## src/rtl/wavp_pkg.sv

```systemverilog
package wavp_pkg;

  // Chunk tags, as they sit in the byte history with the first byte highest
  localparam logic [31:0] TAG_RIFF = 32'h5249_4646;
  localparam logic [31:0] TAG_WAVE = 32'h5741_5645;
  localparam logic [31:0] TAG_FMT  = 32'h666D_7420;
  localparam logic [31:0] TAG_DATA = 32'h6461_7461;

  // Fixed header offsets
  localparam logic [31:0] OFF_RIFF_END  = 32'd3;
  localparam logic [31:0] OFF_WAVE_END  = 32'd11;
  localparam logic [31:0] OFF_FMT_END   = 32'd15;
  localparam logic [31:0] OFF_FMT_CODE  = 32'd21;
  localparam logic [31:0] OFF_CHANNELS  = 32'd23;
  localparam logic [31:0] OFF_RATE_END  = 32'd27;
  localparam logic [31:0] OFF_BITS      = 32'd35;
  localparam logic [31:0] MIN_HDR_LAST  = 32'd43;
  localparam logic [31:0] FIRST_CHUNK   = 32'd12;
  localparam logic [31:0] CHUNK_HDR_LEN = 32'd8;

  localparam logic [15:0] PCM_FORMAT = 16'd1;

  typedef struct packed {
    logic        header_ok;
    logic [31:0] sample_rate;
    logic [1:0]  channel_count;
    logic [4:0]  sample_bits;
    logic [31:0] payload_start;
    logic [31:0] payload_bytes;
    logic [31:0] frame_total;
  } wavp_result_t;

endpackage

```

## src/rtl/wavp_core.sv

```systemverilog
module wavp_core (
  input  logic                  clk,
  input  logic                  rst,
  input  logic                  step,
  input  logic [7:0]            data_byte,
  input  logic                  last_byte,
  output logic                  res_valid,
  output wavp_pkg::wavp_result_t res
);
  import wavp_pkg::*;

  logic [31:0] byte_offset, byte_offset_next;
  logic [31:0] next_chunk_at, next_chunk_at_next;
  logic [63:0] recent_bytes, recent_bytes_next;
  logic [31:0] rate_reg, rate_reg_next;
  logic [1:0]  channels_reg, channels_reg_next;
  logic [4:0]  bits_reg, bits_reg_next;
  logic        result_given, result_given_next;
  logic        data_found, data_found_next;
  logic [31:0] found_size, found_size_next;
  logic [31:0] found_start, found_start_next;

  logic [31:0] le32_now;
  logic [15:0] le16_now;
  logic        fail;
  logic        chunk_hit;
  logic        ok_now;
  logic [1:0]  frame_shift;

  // Little-endian views of the newest bytes
  always_comb begin
    recent_bytes_next = {recent_bytes[55:0], data_byte};
    le32_now = {recent_bytes_next[7:0], recent_bytes_next[15:8],
                recent_bytes_next[23:16], recent_bytes_next[31:24]};
    le16_now = {recent_bytes_next[7:0], recent_bytes_next[15:8]};
  end

  // Fixed-offset checks and captures, chunk walk, result decision
  always_comb begin
    fail               = 1'b0;
    rate_reg_next      = rate_reg;
    channels_reg_next  = channels_reg;
    bits_reg_next      = bits_reg;
    data_found_next    = data_found;
    found_size_next    = found_size;
    found_start_next   = found_start;
    next_chunk_at_next = next_chunk_at;

    case (byte_offset)
      OFF_RIFF_END: fail = recent_bytes_next[31:0] != TAG_RIFF;
      OFF_WAVE_END: fail = recent_bytes_next[31:0] != TAG_WAVE;
      OFF_FMT_END:  fail = recent_bytes_next[31:0] != TAG_FMT;
      OFF_FMT_CODE: fail = le16_now != PCM_FORMAT;
      OFF_CHANNELS: begin
        channels_reg_next = le16_now[1:0];
        fail = (le16_now != 16'd1) && (le16_now != 16'd2);
      end
      OFF_RATE_END: rate_reg_next = le32_now;
      OFF_BITS: begin
        bits_reg_next = le16_now[4:0];
        fail = (le16_now != 16'd8) && (le16_now != 16'd16);
      end
      default: fail = 1'b0;
    endcase

    chunk_hit = !data_found && (byte_offset == next_chunk_at + 32'd7);
    if (chunk_hit) begin
      if (recent_bytes_next[63:32] == TAG_DATA) begin
        data_found_next  = 1'b1;
        found_start_next = next_chunk_at + CHUNK_HDR_LEN;
        found_size_next  = le32_now;
      end else begin
        next_chunk_at_next = next_chunk_at + CHUNK_HDR_LEN + le32_now;
      end
    end

    ok_now    = !fail && data_found_next && (byte_offset >= MIN_HDR_LAST);
    res_valid = step && !result_given && (fail || ok_now || last_byte);

    frame_shift = {1'b0, channels_reg_next == 2'd2} + {1'b0, bits_reg_next == 5'd16};
    res = '0;
    if (ok_now) begin
      res.header_ok     = 1'b1;
      res.sample_rate   = rate_reg_next;
      res.channel_count = channels_reg_next;
      res.sample_bits   = bits_reg_next;
      res.payload_start = found_start_next;
      res.payload_bytes = found_size_next;
      res.frame_total   = found_size_next >> frame_shift;
    end

    byte_offset_next  = byte_offset + 32'd1;
    result_given_next = result_given || res_valid;
  end

  // Advance state per word; the final word restarts the parser
  always_ff @(posedge clk) begin
    if (rst || (step && last_byte)) begin
      byte_offset   <= '0;
      next_chunk_at <= FIRST_CHUNK;
      recent_bytes  <= '0;
      rate_reg      <= '0;
      channels_reg  <= '0;
      bits_reg      <= '0;
      result_given  <= 1'b0;
      data_found    <= 1'b0;
      found_size    <= '0;
      found_start   <= '0;
    end else if (step && !result_given) begin
      byte_offset   <= byte_offset_next;
      next_chunk_at <= next_chunk_at_next;
      recent_bytes  <= recent_bytes_next;
      rate_reg      <= rate_reg_next;
      channels_reg  <= channels_reg_next;
      bits_reg      <= bits_reg_next;
      result_given  <= result_given_next;
      data_found    <= data_found_next;
      found_size    <= found_size_next;
      found_start   <= found_start_next;
    end
  end

endmodule

```

## src/rtl/wav_header_parser.sv

```systemverilog
// WAV header parser.
// Input channel: in_valid/in_ready carry one buffer byte per word (data_byte),
// in order from offset zero, with last_byte set on the final byte.
// Output channel: out_valid/out_ready carry one result word per buffer:
// header_ok and the captured format fields on success, all zero on failure.
// A result is given on the byte that fails a check, on the first byte at
// which the data chunk header is complete with at least 44 bytes seen, or
// on the final byte if neither happened first. Bytes after the result are
// dropped; the final byte restarts the parser for the next buffer.
// Throughput: one byte per cycle while no result waits for out_ready. Path: a
// byte lands in the input register, then the result register loads its result
// and raises out_valid, through the single compare/add stage between them.
// Reset: rst (synchronous, active high) clears both stages and the parser.
// Stall: while a result waits for out_ready, the input register holds one
// byte and in_ready drops once it is full; nothing is lost.
module wav_header_parser (
  input  logic        clk,
  input  logic        rst,
  input  logic        in_valid,
  output logic        in_ready,
  input  logic [7:0]  data_byte,
  input  logic        last_byte,
  output logic        out_valid,
  input  logic        out_ready,
  output logic        header_ok,
  output logic [31:0] sample_rate,
  output logic [1:0]  channel_count,
  output logic [4:0]  sample_bits,
  output logic [31:0] payload_start,
  output logic [31:0] payload_bytes,
  output logic [31:0] frame_total
);
  import wavp_pkg::*;

  logic         s1_valid;
  logic [7:0]   s1_byte;
  logic         s1_last;
  logic         advance;
  logic         res_valid;
  wavp_result_t res;
  wavp_result_t out_res;

  // Stage 1 moves on when the result register is free or being drained
  assign advance  = s1_valid && (!out_valid || out_ready);
  assign in_ready = !s1_valid || advance;

  // Hold the input word
  always_ff @(posedge clk) begin
    if (rst) begin
      s1_valid <= 1'b0;
    end else if (in_ready) begin
      s1_valid <= in_valid;
    end
  end

  always_ff @(posedge clk) begin
    if (in_ready && in_valid) begin
      s1_byte <= data_byte;
      s1_last <= last_byte;
    end
  end

  wavp_core u_core (
    .clk       (clk),
    .rst       (rst),
    .step      (advance),
    .data_byte (s1_byte),
    .last_byte (s1_last),
    .res_valid (res_valid),
    .res       (res)
  );

  // Result register
  always_ff @(posedge clk) begin
    if (rst) begin
      out_valid <= 1'b0;
    end else if (!out_valid || out_ready) begin
      out_valid <= res_valid;
    end
  end

  always_ff @(posedge clk) begin
    if (res_valid) begin
      out_res <= res;
    end
  end

  assign header_ok     = out_res.header_ok;
  assign sample_rate   = out_res.sample_rate;
  assign channel_count = out_res.channel_count;
  assign sample_bits   = out_res.sample_bits;
  assign payload_start = out_res.payload_start;
  assign payload_bytes = out_res.payload_bytes;
  assign frame_total   = out_res.frame_total;

endmodule
```

## config.mk

```make
export PLATFORM = sky130hd
export DESIGN_NAME = wav_header_parser
export DESIGN_NICKNAME = d
export VERILOG_FILES = /design/src/rtl/wavp_pkg.sv /design/src/rtl/wavp_core.sv /design/src/rtl/wav_header_parser.sv
export SDC_FILE = /design/constraint.sdc
export NUM_CORES = 1
export LEC_CHECK = 0
export ABC_AREA = 1
export BUFFER_PORTS_ARGS = -buffer_cell sky130_fd_sc_hd__buf_2
export CAP_MARGIN = 20
export CORE_ASPECT_RATIO = 1.1
export CORE_UTILIZATION = 40
export DETAILED_ROUTE_END_ITERATION = 7
export SKIP_CTS_REPAIR_TIMING = 1
export SLEW_MARGIN = 20
export SYNTH_ARGS = -nofsm -noshare
export SYNTH_HDL_FRONTEND = slang
export SYNTH_SLANG_ARGS = --single-unit
```

## constraint.sdc

```tcl
create_clock -name clk -period 10.3 [get_ports clk]
set_clock_uncertainty 0.1 [all_clocks]
set_input_delay 1.03 -clock clk [delete_from_list [all_inputs] [get_ports clk]]
set_output_delay 1.03 -clock clk [all_outputs]
set_load 0.02 [all_outputs]
```

Yosys cells after proc, flatten, opt, wreduce, memory -nomap -nowiden:

Cells that the tools add are included.

* register bits after elaboration: 372
* bits of input ports: 13
* output and inout port bits: 138
* logic and storage cells: 80

* add/sub/neg operators: 5
* $lt $le $gt $ge: 1
* equality and inequality tests: 18
* shift operators: 1
* multiplexer cells: 11
* bitwise gates (word level): 1
* reductions and logical operators: 22

Operators with widths (number)
* 2-to-1 mux 32 bit: 5
* 2-to-1 mux 136 bit: 1
* equality test 32 x 5 -> 1 bit (second input constant): 3
* != test 32 x 31 -> 1 bit (second input constant): 3
* equality test 32 x 4 -> 1 bit (second input constant): 2
* adder 32 x 1 -> 32 bit (second input constant): 1
* adder 32 x 3 -> 32 bit (second input constant): 1
* adder 32 bit: 1
* adder 32 x 4 -> 32 bit (second input constant): 1
* equality test 32 x 2 -> 1 bit (second input constant): 1
* equality test 32 x 31 -> 1 bit (second input constant): 1
* equality test 32 bit: 1
* equality test 32 x 6 -> 1 bit (second input constant): 1
* >= comparator 32 x 6 -> 1 bit (second input constant): 1
* right shift 32 x 2 -> 32 bit: 1
* != test 16 x 1 -> 1 bit (second input constant): 1
* != test 16 x 2 -> 1 bit (second input constant): 1
* != test 16 x 4 -> 1 bit (second input constant): 1
* != test 16 x 5 -> 1 bit (second input constant): 1
* logical AND 1 bit: 10
* logical OR 1 bit: 6
* case mux 1 bit (6 select lines): 1
* equality test 5 bit (second input constant): 1
* zero test 1 bit: 5
* other kinds (7): 8

Longest topological paths before layout:

* depth in word-level cells: 10
* mapped depth: 23

Hierarchy:

Synthesis repeated with hierarchy kept, for this count alone.

* cell total of the unflattened synthesis: 2757
* area total of the unflattened synthesis: 20309.5 µm²

By module, submodules not included
* wavp_core: times used 1, cells an instance 2601, area each 15865.2 µm², sequential area each 4504.3 µm²
* wav_header_parser: times used 1, cells an instance 156, area each 4444.3 µm², sequential area each 4394.2 µm²

Least setup slack after synthesis:

Ideal clock, no wire load.

* path kind: flip-flop to flip-flop
* from: register u_core.next_chunk_at[3]
* to: register out_res, in the netlist channel_count[0] (enable)
* data arrival time: 5.081 ns
* path slack: 4.630 ns
* cell stages (with the launch flop): 19
* cells stage by stage: dfxtp_1 > ha_1 > buf_2 > inv_2 > nor2_2 > nand2_2 > nor2_4 > xor2_1 > nand2_1 > nor2_1 > nand3_1 > nor2_1 > nand4_2 > nand2_2 > nand2_4 > buf_2 > nand2_1 > nand2_1 > inv_1

* cells in the longest elaborated chain, start to end: 9

RTL lines
* from (decl): line wavp_core.sv:13 `logic [31:0] next_chunk_at, next_chunk_at_next;`
* from (signal assigned): line wavp_core.sv:111 `next_chunk_at <= next_chunk_at_next;`
* adder 32 x 3 -> 32 bit: line wavp_core.sv:66 `chunk_hit = !data_found && (byte_offset == next_chunk_at + 32'd7);`
* equality test 32 bit: line wavp_core.sv:66
* logical AND 1 bit: line wavp_core.sv:66
* 2-to-1 mux 1 bit: line wavp_core.sv:67 `if (chunk_hit) begin`
* logical AND 1 bit (2 in series): line wavp_core.sv:77 `ok_now = !fail && data_found_next && (byte_offset >= MIN_HDR_LAST);`
* logical OR 1 bit (2 in series): line wavp_core.sv:78 `res_valid = step && !result_given && (fail || ok_now || last_byte);`
* logical AND 1 bit: line wavp_core.sv:78
* via res_valid: line wav_header_parser.sv:39 `logic res_valid;`
* to (signal assigned): line wav_header_parser.sv:84 `out_res <= res;`
* to (decl): line wav_header_parser.sv:41 `wavp_result_t out_res;`

The timed path passes the listed nets, and every way through them passes these cells.
A chain may end at the register's enable or synchronous reset.

Worst setup path after layout:

* from: register u_core.next_chunk_at[3]
* to: register out_res, in the netlist payload_start[22] (enable)

The elaborated chain is that of the path after synthesis.

==> summary.txt <==
Detailed routing
  – Initial DRC Count: 1720
  – Via count: 18900
  – Post-DRT Antenna Nets: 0
  – First drt pass iteration count: 6
  – Vias/cell: 5.32
  – Drt wl/cell: 19.0 um
  – Routed wire length: 67.5 mm
  – DRC viols: 0

Layout
  – Design area: 22800 sq um
  – Multi-input logic area: 9880 sq um
  – Diode count: 0
  – Layout cells sized above 1: 10.7%
  – Number of flip-flops under the largest register name: 56
  – Register Area: 8900 sq um
  – Final net count: 2918
  – Area grow syn2layout: 11.9%
  – Most common cell after layout, fill and taps aside: nand2_1
  – Fill cells: 5135
  – Most frequent cells in the layout: nand2_1 (695), nor2_1 (292), inv_1 (264)
  – Largest Register: u_core.recent_bytes

GRT
  – Initial antenna violation count: 0
  – Largest net degree at the start of global routing: 97
  – Global route overflow: 0
  – First-pass GRT wire length: 103 mm
  – Total Routing Usage GR: 25.7%
  – Vias in the first global route: 17800

Synthesis
  – Synth warnings: 0
  – Post-Synthesis Cells: 2789
  – Post-synth top flop: dfxtp_1
  – Syn_area_per_cell: 7.32 sq um
  – Sequential share of the synthesized area: 43.6%
  – Async set or reset register ratio after synthesis: 0%
  – #FFs+latches synth: 372
  – Net count after synthesis: 2839
  – Synth unique cells: 48
  – Cell Area, Synth: 20400 sq um
  – EDFF count, synth: 145

Timing
  – RSZ-0062 raised after global routing: no
  – Slew @ Worst Pin: 1.08 ns
  – # setup viols final: 0
  – Crit path time final: 5.16 ns
  – Final number of max-transition violations: 0
  – FMAX: 194 MHz
  – Setup TNS: 0 ns
  – Endpoints failing hold: 0
  – Period utilization: 50.1%
  – Slew headroom: 28.1%

Floorplanning
  – Core Rows: 86
  – Initial Util: 40.6%
  – Core Area: 50300 sq um
  – # IOs: 151
  – Die height: 239 um
  – Die Area: 52000 sq um
  – Die Width: 217 um

Setup path
  – R2r worst-path depth: 18
  – Critical path endpoint category: flip-flop
  – Worst-path maximum fanout: 72
  – Most used cell, CP: nand2_1
  – Crit-path max cell delay: 0.79 ns
  – Critical path type: flip-flop to flip-flop
  – Slowest cell on the critical path: buf_4
  – R2R Setup Slk: 5.14 ns
  – Worst Path Arrival: 5.24 ns
  – CP bufs+invs: 4
  – CP delay by family, top: buffers and inverters
  – Critical Path RT: 10.38 ns
  – Critical Path, Cell by Cell: ha_1, inv_2, nor2_2, nand2_2, nor2_4, xor2_1, nand2_1, nor2_1, nand3_1, nor2_1, nand4_2, buf_4, nand2_2, nand2_4, nand2_1, nand2_1, inv_4, buf_4
  – CP Depth: 18
  – Critical path startpoint category: flip-flop
  – R2r endpoint: payload_start[22]$_SDFFCE_PN0P_
  – Worst r2r src: u_core.next_chunk_at[3]$_SDFFE_PP1P_

Place
  – Placed Area: 21600 sq um
  – Gp weighted congestion: 0.961
  – HPWL Detailed: 49.8 mm
  – Port Buffers: 150

CTS
  – H-tree depth: 2
  – Clock sinks: 372
  – CTS tree: done
  – Clk Latency, worst-skew pair: 0.57 ns
  – Root Driver: clkbuf_16
  – Reg clk slew, reported paths: 0.06 ns
  – Max clock buf depth: 3
  – CTS Buf Count: 41

Power and ir drop
  – Leak: 9.96 nW
  – Power Total: 3.25 mW
  – Max VDD drop: 0.105 mV
  – PwrDens: 142 nW/um^2

Min path
  – Hold path depth: 2
  – Worst min path class: flip-flop to flip-flop
  – Hold Path Origin: u_core.found_start[24]$_SDFFE_PP0P_
  – Worst Hold End: u_core.found_start[24]$_SDFFE_PP0P_

Status
  – Status: completed

Run
  – Maxcap violations: 0
==> worst max-delay path by stage <==
| stage | from | end | slack [ns] |
|---|---|---|---|
| after floorplan | u_core.next_chunk_at[3]$_SDFFE_PP1P_ | channel_count[0]$_SDFFCE_PN0P_ | 4.63 |
| after global placement | u_core.next_chunk_at[3]$_SDFFE_PP1P_ | payload_start[24]$_SDFFCE_PN0P_ | 5.22 |
| after detailed placement | u_core.next_chunk_at[3]$_SDFFE_PP1P_ | payload_start[25]$_SDFFCE_PN0P_ | 5.14 |
| after CTS | u_core.next_chunk_at[3]$_SDFFE_PP1P_ | payload_start[22]$_SDFFCE_PN0P_ | 5.14 |
| after global routing | u_core.next_chunk_at[3]$_SDFFE_PP1P_ | payload_start[22]$_SDFFCE_PN0P_ | 4.68 |
| final | u_core.next_chunk_at[3]$_SDFFE_PP1P_ | payload_start[22]$_SDFFCE_PN0P_ | 5.14 |
==> per-layer routing <==
metal  vias up  wire, um  part of all wire, %  global-route usage [%]
met2       550     33000                   49                    44.9
met4         0      2140                  3.2                    8.47
met1      8869     29000                   43                    32.5
met3       115      3270                  4.9                    3.05
met5         -         0                    0                       0
li1       9414         -                    -                       -
==> cell type report <==
cell class,count,area share [%]
clock buffer,52,4.76
clock inverter,22,0.690
inverter,287,4.74
multi-input combinational,1998,43.3
sequential,372,39.0
tap,660,3.62
timing repair buffer,168,3.97
==> metrics by stage <==
step / setup slack [ns] / std cells / hold WS [ns] / utilization (%)
after global routing: 4.68 / 3559 / 0.380 / 45.5
final: 5.14 / 3559 / 0.364 / 45.5
after CTS: 5.14 / 3559 / 0.367 / 45.5
after detailed placement: 5.14 / 3485 / 0.356 / 43.0
after floorplan: 4.63 / 2789 / 0.336 / -
after global placement: 5.22 / 3484 / 0.352 / 42.9
==> cell usage after synthesis, types with 2 or more instances <==
library cell | n | area share [%]
buf_1 | 11 | 0.20
o21a_1 | 5 | 0.18
buf_4 | 9 | 0.33
o21ai_1 | 29 | 0.71
xor2_1 | 60 | 2.6
o21ai_0 | 180 | 4.4
buf_6 | 5 | 0.28
a211oi_1 | 2 | 0.074
clkbuf_1 | 82 | 1.5
nor2_1 | 293 | 5.4
inv_1 | 266 | 4.9
o21bai_1 | 2 | 0.074
inv_2 | 17 | 0.31
dfxtp_1 | 227 | 22
xnor2_1 | 23 | 0.99
edfxtp_1 | 145 | 21
or2_2 | 2 | 0.061
nor3_1 | 50 | 1.2
nor2_4 | 6 | 0.33
o21ai_2 | 14 | 0.60
ha_1 | 36 | 2.2
nand3_1 | 202 | 5.0
nand4_1 | 58 | 1.8
o211ai_1 | 40 | 1.5
nand3b_1 | 7 | 0.26
a21oi_1 | 234 | 5.7
clkinv_1 | 4 | 0.074
nand2_1 | 695 | 13
nor2_2 | 12 | 0.37
a31oi_1 | 2 | 0.061
a21o_1 | 2 | 0.074
nand4_2 | 11 | 0.67
nand2_2 | 8 | 0.25
buf_2 | 25 | 0.61
nor4_1 | 12 | 0.37
==> power breakdown <==
group	switching, mW	total, mW	internal [mW]
clock	0.631	1.41	0.778
sequential	0.0315	1.60	1.56
combinational	0.181	0.245	0.0641
==> kinds of logic (layout without fill, tap and decap cells) <==
| kind of cell | after synthesis | after routing | share of synthesized area, % |
|---|---|---|---|
| buf+inv | 419 | 529 | 8.20 |
| fa+ha+maj | 37 | 37 | 2.30 |
| xor+xnor | 83 | 83 | 3.56 |
| simple gates | 1361 | 1361 | 28.7 |
| flops | 372 | 372 | 43.6 |
| mux | 1 | 1 | 0.0490 |
| compound gates | 516 | 516 | 13.7 |
==> worst register-to-register path: cells and delay by family (launching register included) <==
| family | cells | cell delay, ns |
|---|---|---|
| simple gates | 12 | 1.54 |
| buf+inv | 4 | 1.90 |
| xor+xnor | 1 | 0.23 |
| fa+ha+maj | 1 | 0.40 |
| flops | 1 | 0.53 |
No activity file was read; power rests on OpenSTA's default activity.
